`config.mk`:
```
export PLATFORM = sky130hd
export DESIGN_NAME = bum_csr
export DESIGN_NICKNAME = d
export VERILOG_FILES = /design/src/hw/rtl/bum_pkg.sv /design/src/hw/rtl/bum_csr.sv
export SDC_FILE = /design/constraint.sdc
export NUM_CORES = 1
export LEC_CHECK = 0
export BUFFER_PORTS_ARGS = -buffer_cell sky130_fd_sc_hd__buf_2
export CAP_MARGIN = 20
export CORE_MARGIN = 4
export CORE_UTILIZATION = 44
export CTS_CLUSTER_SIZE = 16
export DETAILED_ROUTE_END_ITERATION = 6
export PLACE_DENSITY = 0.78
export SKIP_LAST_GASP = 1
export SLEW_MARGIN = 20
export SYNTH_ARGS = -nofsm -noshare
export SYNTH_HDL_FRONTEND = slang
export SYNTH_SLANG_ARGS = --single-unit
```
`constraint.sdc`:
```
create_clock -name clock -period 0.87 [get_ports clock]
set_input_delay 0.0435 -clock clock [delete_from_list [all_inputs] [get_ports clock]]
set_output_delay 0.0435 -clock clock [all_outputs]
set_load 0.05 [all_outputs]
```
`src/hw/rtl/bum_pkg.sv`:
```
package bum_pkg;

   // field widths
   localparam int unsigned AdcWidth   = 12;
   localparam int unsigned GainWidth  = 20;
   localparam int unsigned MvWidth    = 16;
   localparam int unsigned TimeWidth  = 32;
   localparam int unsigned LevelWidth = 24;   // millivolts, 8 fraction bits
   localparam int unsigned FracBits   = 8;
   localparam int unsigned ProdWidth  = AdcWidth + GainWidth;

   // stream packing
   localparam int unsigned ReqDataWidth = 48;
   localparam int unsigned RspDataWidth = 24;

   // register file
   localparam int unsigned CsrAddrWidth = 4;
   localparam int unsigned CsrDataWidth = 32;

   typedef enum logic [1:0] {
      REG_DIVIDER_GAIN   = 2'd0,
      REG_DISCONNECT_MV  = 2'd1,
      REG_CUTOFF_MV      = 2'd2,
      REG_SAG_TIMEOUT_MS = 2'd3
   } reg_index_type;

   typedef enum logic {
      FUNC_PRIME  = 1'b0,
      FUNC_UPDATE = 1'b1
   } func_type;

   localparam logic [GainWidth-1:0]  GainReset       = GainWidth'(105626);
   localparam logic [MvWidth-1:0]    DisconnectReset = MvWidth'(3000);
   localparam logic [MvWidth-1:0]    CutoffReset     = MvWidth'(6600);
   localparam logic [TimeWidth-1:0]  TimeoutReset    = TimeWidth'(2000);
   localparam logic [LevelWidth-1:0] LevelReset      = LevelWidth'(7000 * 256);

   typedef struct packed {
      logic [GainWidth-1:0] divider_gain;
      logic [MvWidth-1:0]   disconnect_mv;
      logic [MvWidth-1:0]   cutoff_mv;
      logic [TimeWidth-1:0] sag_timeout_ms;
   } cfg_type;

   // scaled sample handed from the scaling stage to the filter
   typedef struct packed {
      func_type              func;
      logic [LevelWidth-1:0] cur;
      logic [TimeWidth-1:0]  now_ms;
   } scaled_type;

endpackage

```
`src/hw/rtl/bum_csr.sv`:
```
module bum_csr (
   input  logic                             clock,
   input  logic                             reset,
   input  logic                             csr_psel,
   input  logic                             csr_penable,
   input  logic                             csr_pwrite,
   input  logic [bum_pkg::CsrAddrWidth-1:0] csr_paddr,
   input  logic [bum_pkg::CsrDataWidth-1:0] csr_pwdata,
   output logic [bum_pkg::CsrDataWidth-1:0] csr_prdata,
   output logic                             csr_pready,
   output bum_pkg::cfg_type                 cfg
);
   import bum_pkg::*;

   cfg_type       cfg_ff;
   cfg_type       cfg_in;
   reg_index_type index;
   logic          wr_en;

   assign csr_pready = 1'b1;
   assign index      = reg_index_type'(csr_paddr[CsrAddrWidth-1:2]);
   assign wr_en      = csr_psel & csr_penable & csr_pwrite & csr_pready;

   always_comb begin
      cfg_in = cfg_ff;
      if (wr_en) begin
         unique case (index)
            REG_DIVIDER_GAIN:   cfg_in.divider_gain   = csr_pwdata[GainWidth-1:0];
            REG_DISCONNECT_MV:  cfg_in.disconnect_mv  = csr_pwdata[MvWidth-1:0];
            REG_CUTOFF_MV:      cfg_in.cutoff_mv      = csr_pwdata[MvWidth-1:0];
            REG_SAG_TIMEOUT_MS: cfg_in.sag_timeout_ms = csr_pwdata[TimeWidth-1:0];
            default:            cfg_in = cfg_ff;
         endcase
      end
   end

   always_comb begin
      unique case (index)
         REG_DIVIDER_GAIN:   csr_prdata = CsrDataWidth'(cfg_ff.divider_gain);
         REG_DISCONNECT_MV:  csr_prdata = CsrDataWidth'(cfg_ff.disconnect_mv);
         REG_CUTOFF_MV:      csr_prdata = CsrDataWidth'(cfg_ff.cutoff_mv);
         REG_SAG_TIMEOUT_MS: csr_prdata = CsrDataWidth'(cfg_ff.sag_timeout_ms);
         default:            csr_prdata = '0;
      endcase
   end

   always_ff @(posedge clock) begin
      if (reset) begin
         cfg_ff.divider_gain   <= GainReset;
         cfg_ff.disconnect_mv  <= DisconnectReset;
         cfg_ff.cutoff_mv      <= CutoffReset;
         cfg_ff.sag_timeout_ms <= TimeoutReset;
      end else begin
         cfg_ff <= cfg_in;
      end
   end

   assign cfg = cfg_ff;

endmodule

```
==> flow_metrics.tcl <==
set metrics [dict create \
    hold_end "cfg[40]" \
    p_leak_nw 3.59 \
    synth-xor-area-share 0 \
    antenna_found_initial 0 \
    cpPeakStageDelay_ns 0.52 \
    ys_seq_area_frac 0.427 \
    core-area_sq_um 8720 \
    fin_util 0.937 \
    cts_buffer_depth 2 \
    htreeDepth 3 \
    hold_depth 3 \
    num_vias 4766 \
    synth_nets 431 \
    synthMuxAreaShare 0.236 \
    drt-total-wl_mm 20.6 \
    hold_viol 0 \
    cts_buffers 9 \
    start_kind "flop" \
    fp.dieH_microns 103 \
    ant_nets 0 \
    nets 732 \
    finalCritPeriodShare 1.68 \
    finish.instance_area_sq_um 8170 \
    grt_pass1_wl_mm 25.1 \
    grt_max_degree 44 \
    finalPower_mw 8.20 \
    ir_drop_v 0.000830 \
    synth_top_family_by_area "multiplexers" \
    max_cap_viol_count 0 \
    cp_num_buf_inv 1 \
    r2r_end "cfg[16]" \
    synthCells 390 \
    grt_pass1_vias 4709 \
    final_layout_size_suffix_gt1_frac 0.636 \
    violations "negative setup slack" \
    start_util 0.451 \
    p_per_area_nw_per_um2 1000 \
    reg2reg_slack_ns -0.11 \
    grt_usage 0.313 \
    dr.pass1.iters 5 \
    io_buffers 154 \
    drc 0 \
    fin_cells 804 \
    clock_sinks 84 \
    pin_count 158 \
    critPathTopFamily "multiplexers" \
    seq_area_sq_um 1960 \
    dp.cells 717 \
    synth_warnings 0 \
    drt_iter0_markers 301 \
    rsz0062_at_grt "true" \
    cp.arrival_ns 1.42 \
    num_rows 34 \
    r2r_cells 4 \
    crit_path_end_kind "output pin" \
    fillCellCount 254 \
    worstPathMaxFanout 2 \
    fin_ws_ns -0.590 \
    syn_area_per_cell_sq_um 10.1 \
    r2r-start "cfg[16]" \
    hpwl_mm 9.32 \
    avgViaCountPerCell 5.93 \
    path_class "flop to output pin" \
    synthDistinctLibCells 29 \
    cts_root_buffer "clkbuf_8" \
    placed_area_sq_um 5830 \
    final_cell_mix "buf_6 (98), buf_8 (91), dfxtp_4 (69)" \
    clk-insertion-delay-late_ns 0.35 \
    overflow 0 \
    report.final.setup_viol 135 \
    cp_num_cells 2 \
    diodes 0 \
    hold_start "csr_pwdata[8]" \
    cts_tree "built" \
    hp-class "primary input to flop" \
    clk_pin_slew_ns 0.10 \
    place.gp.congestion 0.876 \
    slowest_stage "mux4_2" \
    path_cells "mux4_2, buf_6" \
    max_freq_ghz 0.685 \
    synth_compound_area_frac 0.0782 \
    skew_ns 0 \
    multi_input_area_sq_um 2160 \
    required_ns 0.83 \
    dp_slack_ns -0.312 \
    die_w_microns 103 \
    largest_reg_flops 84 \
    wl_per_cell_microns 25.7 \
    synth-adder-area-share 0 \
    drv_slew 0 \
    layout_commonest_cell "buf_6" \
    status "complete, but fails checks" \
    synth-seq-cells 84 \
    die_area_sq_um 10500 \
    synth_area_sq_um 3940 \
    synth-simple-area-share 0.190 \
    synthToLayoutAreaGrowth_pct 108 \
    min_period_ns 1.46 \
]
cells by family (layout without fill, tap and decap cells):
kind of cell	Yosys count	in the layout
mux	73	73
simple gates	136	137
buf+inv	38	343
flops	84	84
other cells	1	1
compound gates	58	58
per-stage QoR:
step,hold slack [ns],setup TNS (ns)
2_1_floorplan,0.181,-3.35
6_report,0.0664,-24.17
3_3_place_gp,0.293,-24.54
4_1_cts,0.0476,-21.87
5_1_grt,0.0867,-27.38
3_5_place_dp,0.304,-28.02
synthesized netlist by cell type:
master | count | area [sq um]
mux4_2 | 16 | 360
dfxtp_1 | 84 | 1680
nand2_1 | 1 | 3.75
nor2_8 | 1 | 20.0
nand3_1 | 28 | 140
buf_2 | 10 | 50.1
and2_1 | 1 | 6.26
nand3b_1 | 1 | 7.51
buf_12 | 1 | 20.0
buf_8 | 1 | 15.0
nor3b_1 | 1 | 7.51
nor2_1 | 41 | 154
conb_1 | 1 | 3.75
nand2b_1 | 44 | 275
a22o_1 | 4 | 35.0
mux2i_1 | 57 | 571
nand2_4 | 1 | 11.3
o21ai_0 | 26 | 130
buf_4 | 9 | 67.6
o31ai_1 | 1 | 7.51
clkbuf_2 | 2 | 10.0
nor3_1 | 1 | 5.00
and3_1 | 13 | 81.3
nand3b_2 | 1 | 11.3
buf_6 | 6 | 67.6
nand2_2 | 1 | 6.26
a21oi_1 | 27 | 135
nor3b_4 | 1 | 18.8
clkbuf_1 | 9 | 33.8
power breakdown:
group          internal, mW  switching [mW]
Sequential             3.71          0.0467
Combinational         0.849            1.02
Clock                  1.04            1.54
Total                  5.59            2.61
worst max path at each step:
stage                             from        endpoint  slack [ns]
after detailed placement  csr_paddr[2]         cfg[22]       -0.31
after global routing            cfg[8]   csr_prdata[8]       -0.61
final                           cfg[8]   csr_prdata[8]       -0.59
after global placement    csr_paddr[2]   csr_prdata[1]       -0.28
after CTS                      cfg[12]  csr_prdata[12]       -0.54
after floorplan                cfg[10]  csr_prdata[10]       -0.20
tightest hold or removal path, delay by kind of cell:
family | cells | cell delay, ns
buffers and inverters | 1 | 0.10
and+or+nand+nor | 1 | 0.09
muxes | 1 | 0.14
per-layer routing:
metal / GRT usage / vias to the layer above / part of all wire
li1: - / 1975 / -
met1: 0.351 / 2298 / 0.33
met2: 0.567 / 381 / 0.53
met3: 0.0548 / 112 / 0.081
met4: 0.157 / 0 / 0.064
met5: 0 / - / 0
cell type report:
| cell class | instances | area share |
|---|---|---|
| clock inverter | 4 | 0.00322 |
| clock buffer | 12 | 0.0165 |
| sequential | 84 | 0.240 |
| tap | 108 | 0.0165 |
| multi-input combinational | 269 | 0.265 |
| timing repair buffer | 327 | 0.459 |
repair_timing:
action                                 in CTS  in global routing
setup endpoints to repair                 116                146
buffers inserted                            6                 58
endpoints found under the hold margin      53                  0
pin swaps                                   4                  5
hold buffers                               32                  0
resized for setup                         399                 82
gates cloned                                0                  2
No activity file was read; power rests on OpenSTA's default activity.
