<file path="src/hw/rtl/bum_pkg.sv">
package bum_pkg;

   // field widths
   localparam int unsigned AdcWidth   = 12;
   localparam int unsigned GainWidth  = 20;
   localparam int unsigned MvWidth    = 16;
   localparam int unsigned TimeWidth  = 32;
   localparam int unsigned LevelWidth = 24;   // millivolts, 8 fraction bits
   localparam int unsigned FracBits   = 8;
   localparam int unsigned ProdWidth  = AdcWidth + GainWidth;

   // stream packing
   localparam int unsigned ReqDataWidth = 48;
   localparam int unsigned RspDataWidth = 24;

   // register file
   localparam int unsigned CsrAddrWidth = 4;
   localparam int unsigned CsrDataWidth = 32;

   typedef enum logic [1:0] {
      REG_DIVIDER_GAIN   = 2'd0,
      REG_DISCONNECT_MV  = 2'd1,
      REG_CUTOFF_MV      = 2'd2,
      REG_SAG_TIMEOUT_MS = 2'd3
   } reg_index_type;

   typedef enum logic {
      FUNC_PRIME  = 1'b0,
      FUNC_UPDATE = 1'b1
   } func_type;

   localparam logic [GainWidth-1:0]  GainReset       = GainWidth'(105626);
   localparam logic [MvWidth-1:0]    DisconnectReset = MvWidth'(3000);
   localparam logic [MvWidth-1:0]    CutoffReset     = MvWidth'(6600);
   localparam logic [TimeWidth-1:0]  TimeoutReset    = TimeWidth'(2000);
   localparam logic [LevelWidth-1:0] LevelReset      = LevelWidth'(7000 * 256);

   typedef struct packed {
      logic [GainWidth-1:0] divider_gain;
      logic [MvWidth-1:0]   disconnect_mv;
      logic [MvWidth-1:0]   cutoff_mv;
      logic [TimeWidth-1:0] sag_timeout_ms;
   } cfg_type;

   // scaled sample handed from the scaling stage to the filter
   typedef struct packed {
      func_type              func;
      logic [LevelWidth-1:0] cur;
      logic [TimeWidth-1:0]  now_ms;
   } scaled_type;

endpackage

</file>
<file path="src/hw/rtl/bum_scale.sv">
module bum_scale (
   input  logic                          clock,
   input  logic                          reset,
   input  logic [bum_pkg::GainWidth-1:0] divider_gain,
   input  logic                          in_valid,
   output logic                          in_ready,
   input  bum_pkg::func_type             in_func,
   input  logic [bum_pkg::AdcWidth-1:0]  in_adc,
   input  logic [bum_pkg::TimeWidth-1:0] in_now,
   output logic                          out_valid,
   input  logic                          out_ready,
   output bum_pkg::scaled_type           out_item
);
   import bum_pkg::*;

   logic                 s1_valid_ff;
   logic                 s1_valid_in;
   func_type             s1_func_ff;
   logic [AdcWidth-1:0]  s1_adc_ff;
   logic [TimeWidth-1:0] s1_now_ff;

   logic                 s2_valid_ff;
   logic                 s2_valid_in;
   scaled_type           s2_item_ff;
   scaled_type           s2_item_in;

   logic                 s1_ready;
   logic                 s2_ready;
   logic [ProdWidth-1:0] prod;
   logic [ProdWidth:0]   prod_rnd;

   assign s2_ready = ~s2_valid_ff | out_ready;
   assign s1_ready = ~s1_valid_ff | s2_ready;
   assign in_ready = s1_ready;

   // round half up into Q.8 millivolts
   assign prod     = ProdWidth'(s1_adc_ff) * ProdWidth'(divider_gain);
   assign prod_rnd = {1'b0, prod} + (ProdWidth + 1)'(1 << (FracBits - 1));

   always_comb begin
      s2_item_in.func   = s1_func_ff;
      s2_item_in.cur    = prod_rnd[FracBits +: LevelWidth];
      s2_item_in.now_ms = s1_now_ff;
   end

   assign s1_valid_in = s1_ready ? in_valid : s1_valid_ff;
   assign s2_valid_in = s2_ready ? s1_valid_ff : s2_valid_ff;

   always_ff @(posedge clock) begin
      if (reset) begin
         s1_valid_ff <= 1'b0;
         s2_valid_ff <= 1'b0;
      end else begin
         s1_valid_ff <= s1_valid_in;
         s2_valid_ff <= s2_valid_in;
      end
   end

   always_ff @(posedge clock) begin
      if (in_valid && s1_ready) begin
         s1_func_ff <= in_func;
         s1_adc_ff  <= in_adc;
         s1_now_ff  <= in_now;
      end
      if (s1_valid_ff && s2_ready) begin
         s2_item_ff <= s2_item_in;
      end
   end

   assign out_valid = s2_valid_ff;
   assign out_item  = s2_item_ff;

endmodule

</file>
<file path="config.mk">
export PLATFORM = sky130hd
export DESIGN_NAME = bum_scale
export DESIGN_NICKNAME = d
export VERILOG_FILES = /design/src/hw/rtl/bum_pkg.sv /design/src/hw/rtl/bum_scale.sv
export SDC_FILE = /design/constraint.sdc
export NUM_CORES = 1
export LEC_CHECK = 0
export BUFFER_PORTS_ARGS = -buffer_cell sky130_fd_sc_hd__buf_4
export CORE_ASPECT_RATIO = 0.6
export CORE_MARGIN = 4
export CORE_UTILIZATION = 55
export DETAILED_ROUTE_END_ITERATION = 6
export HOLD_SLACK_MARGIN = 0.08
export PLACE_DENSITY = 0.8
export SYNTH_ARGS = -nofsm -noshare
export SYNTH_HDL_FRONTEND = slang
export SYNTH_SLANG_ARGS = --single-unit
</file>
<file path="constraint.sdc">
create_clock -name clock -period 15.95 [get_ports clock]
set_input_delay 2.3925 -clock clock [delete_from_list [all_inputs] [get_ports clock]]
set_output_delay 2.3925 -clock clock [all_outputs]
set_load 0.01 [all_outputs]
</file>
==> results of run 1 <==
==> state kept, by name, summed over array words and instances, names as in the netlist <==
register / cells
out_item: 57
s1_valid_ff: 1
s1_func_ff: 1
out_valid: 1
s1_adc_ff: 12
s1_now_ff: 32
==> cells in the mapped netlist (2+ instances only) <==
cell type / count / area share (%)
inv_1: 230 / 7.9
nand2_1: 186 / 6.4
fa_1: 180 / 33
edfxtp_1: 102 / 28
ha_1: 82 / 9.4
and2_1: 66 / 3.8
clkbuf_1: 43 / 1.5
nor2_1: 21 / 0.72
a21oi_1: 19 / 0.87
xnor2_1: 17 / 1.4
nand3_1: 9 / 0.41
o21ai_0: 9 / 0.41
a21o_1: 8 / 0.55
and3_1: 6 / 0.34
nor2b_1: 6 / 0.34
o21a_1: 4 / 0.27
xor2_1: 4 / 0.32
buf_2: 3 / 0.14
nand4_1: 3 / 0.17
a21oi_4: 2 / 0.30
a221oi_2: 2 / 0.27
a41oi_1: 2 / 0.16
and4_1: 2 / 0.16
buf_6: 2 / 0.21
dfxtp_1: 2 / 0.37
nor3_1: 2 / 0.091
o2111ai_1: 2 / 0.16
o21ai_1: 2 / 0.091
o21ai_2: 2 / 0.16
==> cells by family after synthesis <==
logic type                 synth area share, %
AOI/OAI and AO/OA                         4.88
and+or+nand+nor                           13.0
adders and majority gates                 42.3
muxes                                   0.0914
buffers and inverters                     9.73
DFF                                       28.3
xor gates and xnor gates                  1.68
==> path summary, 6_finish.rpt <==
path / end
max: out_item[53]$_DFFE_PP_
max reg2reg: out_item[53]$_DFFE_PP_
min reg2reg: out_item[27]$_DFFE_PP_
min: out_item[27]$_DFFE_PP_
==> layout make-up <==
class                   count  share of cell area, %
clock buffers              10                   1.86
clock inverters             6                  0.295
inverters                 230                   7.01
multi-input cells         660                   55.1
flip-flops and latches    104                   25.2
well taps                 266                   2.70
repair buffers            128                   7.80
==> critical path: cells and delay by family <==
kind	cells	cell delay [ns]
AO/OA/AOI/OAI	2	0.47
XOR/XNOR	1	0.15
adder cells (fa/ha/maj)	6	2.92
buffers and inverters	5	0.37
AND/OR/NAND/NOR	4	1.07
==> power groups by stage <==
stage / combinational (mW) / sequential [mW] / clock, mW
2_1_floorplan: 1.46 / 0.468 / 0
3_3_place_gp: 1.82 / 0.462 / 0
3_5_place_dp: 1.88 / 0.462 / 0
4_1_cts: 1.90 / 0.458 / 0.204
5_1_grt: 2.13 / 0.461 / 0.217
6_report: 1.91 / 0.458 / 0.201
==> metrics by stage <==
step	std cells	setup WS, ns	instance area (um^2)	utilization (%)
finish	1404	8.67	12300	63.9
global route	1404	8.49	12300	63.9
CTS	1404	8.72	12300	63.9
detailed placement	1388	8.37	12100	62.5
global placement	1388	8.49	12100	62.5
floorplan	1043	8.78	11000	-
==> per-layer routing <==
metal | up-vias | track usage, % | part of all wire, %
met2 | 272 | 36.2 | 49
li1 | 3371 | - | -
met5 | - | 0 | 0
met1 | 3701 | 30.1 | 42
met4 | 0 | 4.35 | 1.5
met3 | 37 | 5.04 | 6.9
==> results.sh, run 1 <==
export IMPL_drt_wirelength_per_cell_um=16.7
export IMPL_drc_errors=0
export IMPL_skew_ns=0.0102
export IMPL_grt_pass1_wl_um=38200
export IMPL_status="completed"
export IMPL_cpMostUsedCell="fa_1"
export IMPL_grt_pass1_vias=7629
export IMPL_setup_viol=0
export IMPL_ys_ff_latch=104
export IMPL_pin_count=128
export IMPL_synth_top_flop_cell="edfxtp_1"
export IMPL_holdBufCountCts=0
export IMPL_hpwl_um=19000
export IMPL_cts_resized=0
export IMPL_ys_warn_count=0
export IMPL_pwr_share_comb_pct=74.3
export IMPL_hold_depth=0
export IMPL_drive_gt1_share_pct=14.1
export IMPL_hp_class="reg2reg"
export IMPL_clk_latency_ns=0.34
export IMPL_n_antenna_cell=0
export IMPL_finalPower_mw=2.57
export IMPL_clock_root_buffer="clkbuf_16"
export IMPL_antenna_found_initial=0
export IMPL_swShare_pct=48.2
export IMPL_grt_usage_pct=21.8
export IMPL_initial_utilization_pct=56.8
export IMPL_drtIter0Drc=505
export IMPL_finalNetCount=1464
export IMPL_min_from="s1_now_ff[27]$_DFFE_PP_"
export IMPL_final_cell_mix="inv_1, nand2_1, fa_1"
export IMPL_cts_tree="yes"
export IMPL_multi_input_area_mm2=0.00679
export IMPL_drt_wl_total_um=23400
export IMPL_final_common_cell="inv_1"
export IMPL_grt_max_degree=58
export IMPL_synth_area_mm2=0.0110
export IMPL_cp_cell_sequence="buf_4 -> and2_1 -> fa_1 -> inv_1 -> fa_1 -> inv_1 -> fa_1 -> fa_1 -> inv_1 -> fa_1 -> inv_1 -> ha_1 -> and4_1 -> and3_1 -> nand3_1 -> o21ai_2 -> a41oi_2 -> xnor2_1"
export IMPL_worstSetupPathType="in2reg"
export IMPL_critPathRequiredTime_ns=16.04
export IMPL_clock_sinks=104
export IMPL_startpoint="divider_gain[16]"
export IMPL_holdWs_ns=0.413
export IMPL_powerDensity_mw_per_mm2=208
export IMPL_die_area_mm2=0.0223
export IMPL_p_int_mw=1.33
export IMPL_worst_ep_arrival_time_ns=7.38
export IMPL_maxCapViolCount=0
export IMPL_p_seq_share_pct=17.8
export IMPL_cp_end_kind="register"
export IMPL_cpMaxStageDelayCell="fa_1"
export IMPL_die_h_um=117
export IMPL_worstMarginPinSlew_ns=1.13
export IMPL_synth_cells=1043
export IMPL_post_cts_setup_buffer_count=0
export IMPL_synth_avg_cell_area_um2=10.5
export IMPL_hold_violations=0
export IMPL_peakVddDrop_v=0.000211
export IMPL_cp_start_kind="input port"
export IMPL_fp_dieW_um=190
export IMPL_cts_buffers_inserted=9
export IMPL_syn_nets=1374
export IMPL_relSlewSlack_pct=24.3
export IMPL_dr_pass1_iters=5
export IMPL_grt_overflow_total=0
export IMPL_switchingPower_mw=1.24
export IMPL_tns_ns=0
export IMPL_synth_edff_count=102
export IMPL_rr_worst_depth=16
export IMPL_gp_congestion=0.858
export IMPL_fin_crit_sh_pct=45.7
export IMPL_seq_area_mm2=0.00310
export IMPL_period_minus_slack_ns=7.28
export IMPL_cts_path_max_buffers=2
export IMPL_drv_slew=0
export IMPL_clk_transition_reported_paths_ns=0.07
export IMPL_clockPowerShare_pct=7.8
export IMPL_antenna_left=0
export IMPL_critical_path_max_stage_delay_ns=0.54
export IMPL_async_flop_share_pct=0
export IMPL_rsz0062_at_grt="false"
export IMPL_r2r_slack_ns=9.98
export IMPL_yosysSeqAreaShare_pct=28.3
export IMPL_leakage_nw=5.85
export IMPL_vias_per_cell=5.26
export IMPL_syn2layout_area_growth_pct=12.5
export IMPL_reg2reg_from="s1_adc_ff[4]$_DFFE_PP_"
export IMPL_htreeDepth=3
export IMPL_fmax_ghz=0.137
export IMPL_num_vias=7381
export IMPL_crit_fanout=12
export IMPL_nFillCells=1523
export IMPL_synth_cell_types=54
export IMPL_rows=39
export IMPL_portBuffers=127
export IMPL_core_area_mm2=0.0193
No activity file was read; power rests on OpenSTA's default activity.
==> run 2: changes to the inputs <==
==> constraint.sdc (replaced) <==
create_clock -name clock -period 6.8 [get_ports clock]
set_input_delay 1.02 -clock clock [delete_from_list [all_inputs] [get_ports clock]]
set_output_delay 1.02 -clock clock [all_outputs]
set_load 0.01 [all_outputs]
==> results.sh, run 2 (synthesis gave the netlist of run 1 again) <==
export IMPL_post_cts_setup_buffer_count=0
export IMPL_fin_crit_sh_pct=87.7
export IMPL_gp_congestion=0.859
export IMPL_fin_cells=1404
export IMPL_peakVddDrop_v=0.000449
export IMPL_drc_errors=0
export IMPL_fin_area_mm2=0.0123
export IMPL_initial_utilization_pct=56.8
export IMPL_holdWs_ns=0.413
export IMPL_final_cell_mix="inv_1, nand2_1, fa_1"
export IMPL_worstSetupPathType="reg2reg"
export IMPL_timing_final_ws_setup_ns=0.834
export IMPL_drive_gt1_share_pct=14.3
export IMPL_grt_pass1_wl_um=38300
export IMPL_critPathRequiredTime_ns=6.89
export IMPL_cts_resized=0
export IMPL_leakage_nw=5.87
export IMPL_grt_pass1_vias=7666
export IMPL_htreeDepth=3
export IMPL_worst_ep_arrival_time_ns=6.06
export IMPL_drv_slew=0
export IMPL_n_antenna_cell=0
export IMPL_antenna_left=0
export IMPL_die_h_um=117
export IMPL_clock_root_buffer="clkbuf_16"
export IMPL_status="completed"
export IMPL_rows=39
export IMPL_grt_usage_pct=22.0
export IMPL_drtIter0Drc=452
export IMPL_die_area_mm2=0.0223
export IMPL_maxCapViolCount=0
export IMPL_clk_latency_ns=0.35
export IMPL_final_common_cell="inv_1"
export IMPL_holdBufCountCts=0
export IMPL_cts_path_max_buffers=2
export IMPL_cts_tree="yes"
export IMPL_grt_overflow_total=0
export IMPL_cts_buffers_inserted=9
export IMPL_clk_transition_reported_paths_ns=0.07
export IMPL_pin_count=128
export IMPL_syn2layout_area_growth_pct=12.7
export IMPL_hpwl_um=18900
export IMPL_relSlewSlack_pct=25.1
export IMPL_crit_fanout=20
export IMPL_antenna_found_initial=0
export IMPL_skew_ns=0.0126
export IMPL_cp_end_kind="register"
export IMPL_critical_path_max_stage_delay_ns=1.00
export IMPL_grt_max_degree=58
export IMPL_cp_cell_sequence="nand2_1 -> fa_1 -> inv_1 -> fa_1 -> fa_1 -> fa_1 -> inv_1 -> fa_1 -> inv_1 -> ha_1 -> and4_1 -> and3_1 -> nand3_1 -> o21ai_2 -> a41oi_2 -> xnor2_1"
export IMPL_period_minus_slack_ns=5.97
export IMPL_worstMarginPinSlew_ns=1.12
export IMPL_largest_reg_flops=57
export IMPL_cp_start_kind="register"
export IMPL_powerDensity_mw_per_mm2=490
export IMPL_fp_dieW_um=190
export IMPL_cpMaxStageDelayCell="edfxtp_1"
export IMPL_pre_cts_slack_ns=0.617
export IMPL_place_area_mm2=0.0121
export IMPL_rsz0062_at_grt="false"
export IMPL_setup_viol=0
export IMPL_finalNetCount=1465
export IMPL_drt_wl_total_um=23500
export IMPL_path_buf_inv=3
export IMPL_fmax_ghz=0.168
export IMPL_hold_violations=0
export IMPL_dr_pass1_iters=5
export IMPL_num_vias=7356
export IMPL_crit_family="adder cells"
export IMPL_vias_per_cell=5.24
export IMPL_drt_wirelength_per_cell_um=16.8
export IMPL_dp_cells=1389
export IMPL_core_area_mm2=0.0193
export IMPL_tns_ns=0
export IMPL_cpMostUsedCell="fa_1"
export IMPL_clock_sinks=104
export IMPL_portBuffers=127
export IMPL_hp_class="reg2reg"
[run 2: worst reg2reg max path: cells and delay by family, from the launching register on]
kind            cells  cell delay [ns]
compound gates      2             0.46
fa+ha+maj           6             2.92
simple gates        4             1.04
xor+xnor            1             0.15
flops               1             1.00
buf+inv             3             0.14
[run 2: path summary, 6_finish.rpt]
kind / from / endpoint / slack [ns] / cells after the start
hold / removal: s1_now_ff[27]$_DFFE_PP_ / out_item[27]$_DFFE_PP_ / 0.41 / 0
setup reg to reg: s1_adc_ff[4]$_DFFE_PP_ / out_item[53]$_DFFE_PP_ / 0.83 / 16
hold reg to reg: s1_now_ff[27]$_DFFE_PP_ / out_item[27]$_DFFE_PP_ / 0.41 / 0
setup / recovery: s1_adc_ff[4]$_DFFE_PP_ / out_item[53]$_DFFE_PP_ / 0.83 / 16
[run 2: layout make-up]
cell class	count	area (um^2)
clock buffers	9	225
repair buffers	129	968
fillers	1532	6930
multi-input cells	660	6790
flip-flops and latches	104	3100
clock inverters	6	60.1
well taps	266	333
inverters	230	863
[run 2: routing by layer]
layer	part of all wire (%)	global-route usage, %	up-vias
li1	-	-	3367
met1	42	30.3	3672
met2	48	36.6	277
met3	7.7	4.89	40
met4	1.6	4.73	0
met5	0	0	-
[run 2: report_power, final]
part | total, mW | switching, mW | internal [mW]
clock | 0.510 | 0.228 | 0.282
sequential | 1.08 | 0.0598 | 1.02
combinational | 4.47 | 2.61 | 1.86
[run 2: through the flow]
step                util (%)  power, mW
floorplan                  -       4.51
global placement        62.6       5.35
detailed placement      62.6       5.50
CTS                     64.0       6.07
global route            64.0       6.64
finish                  64.0       6.05
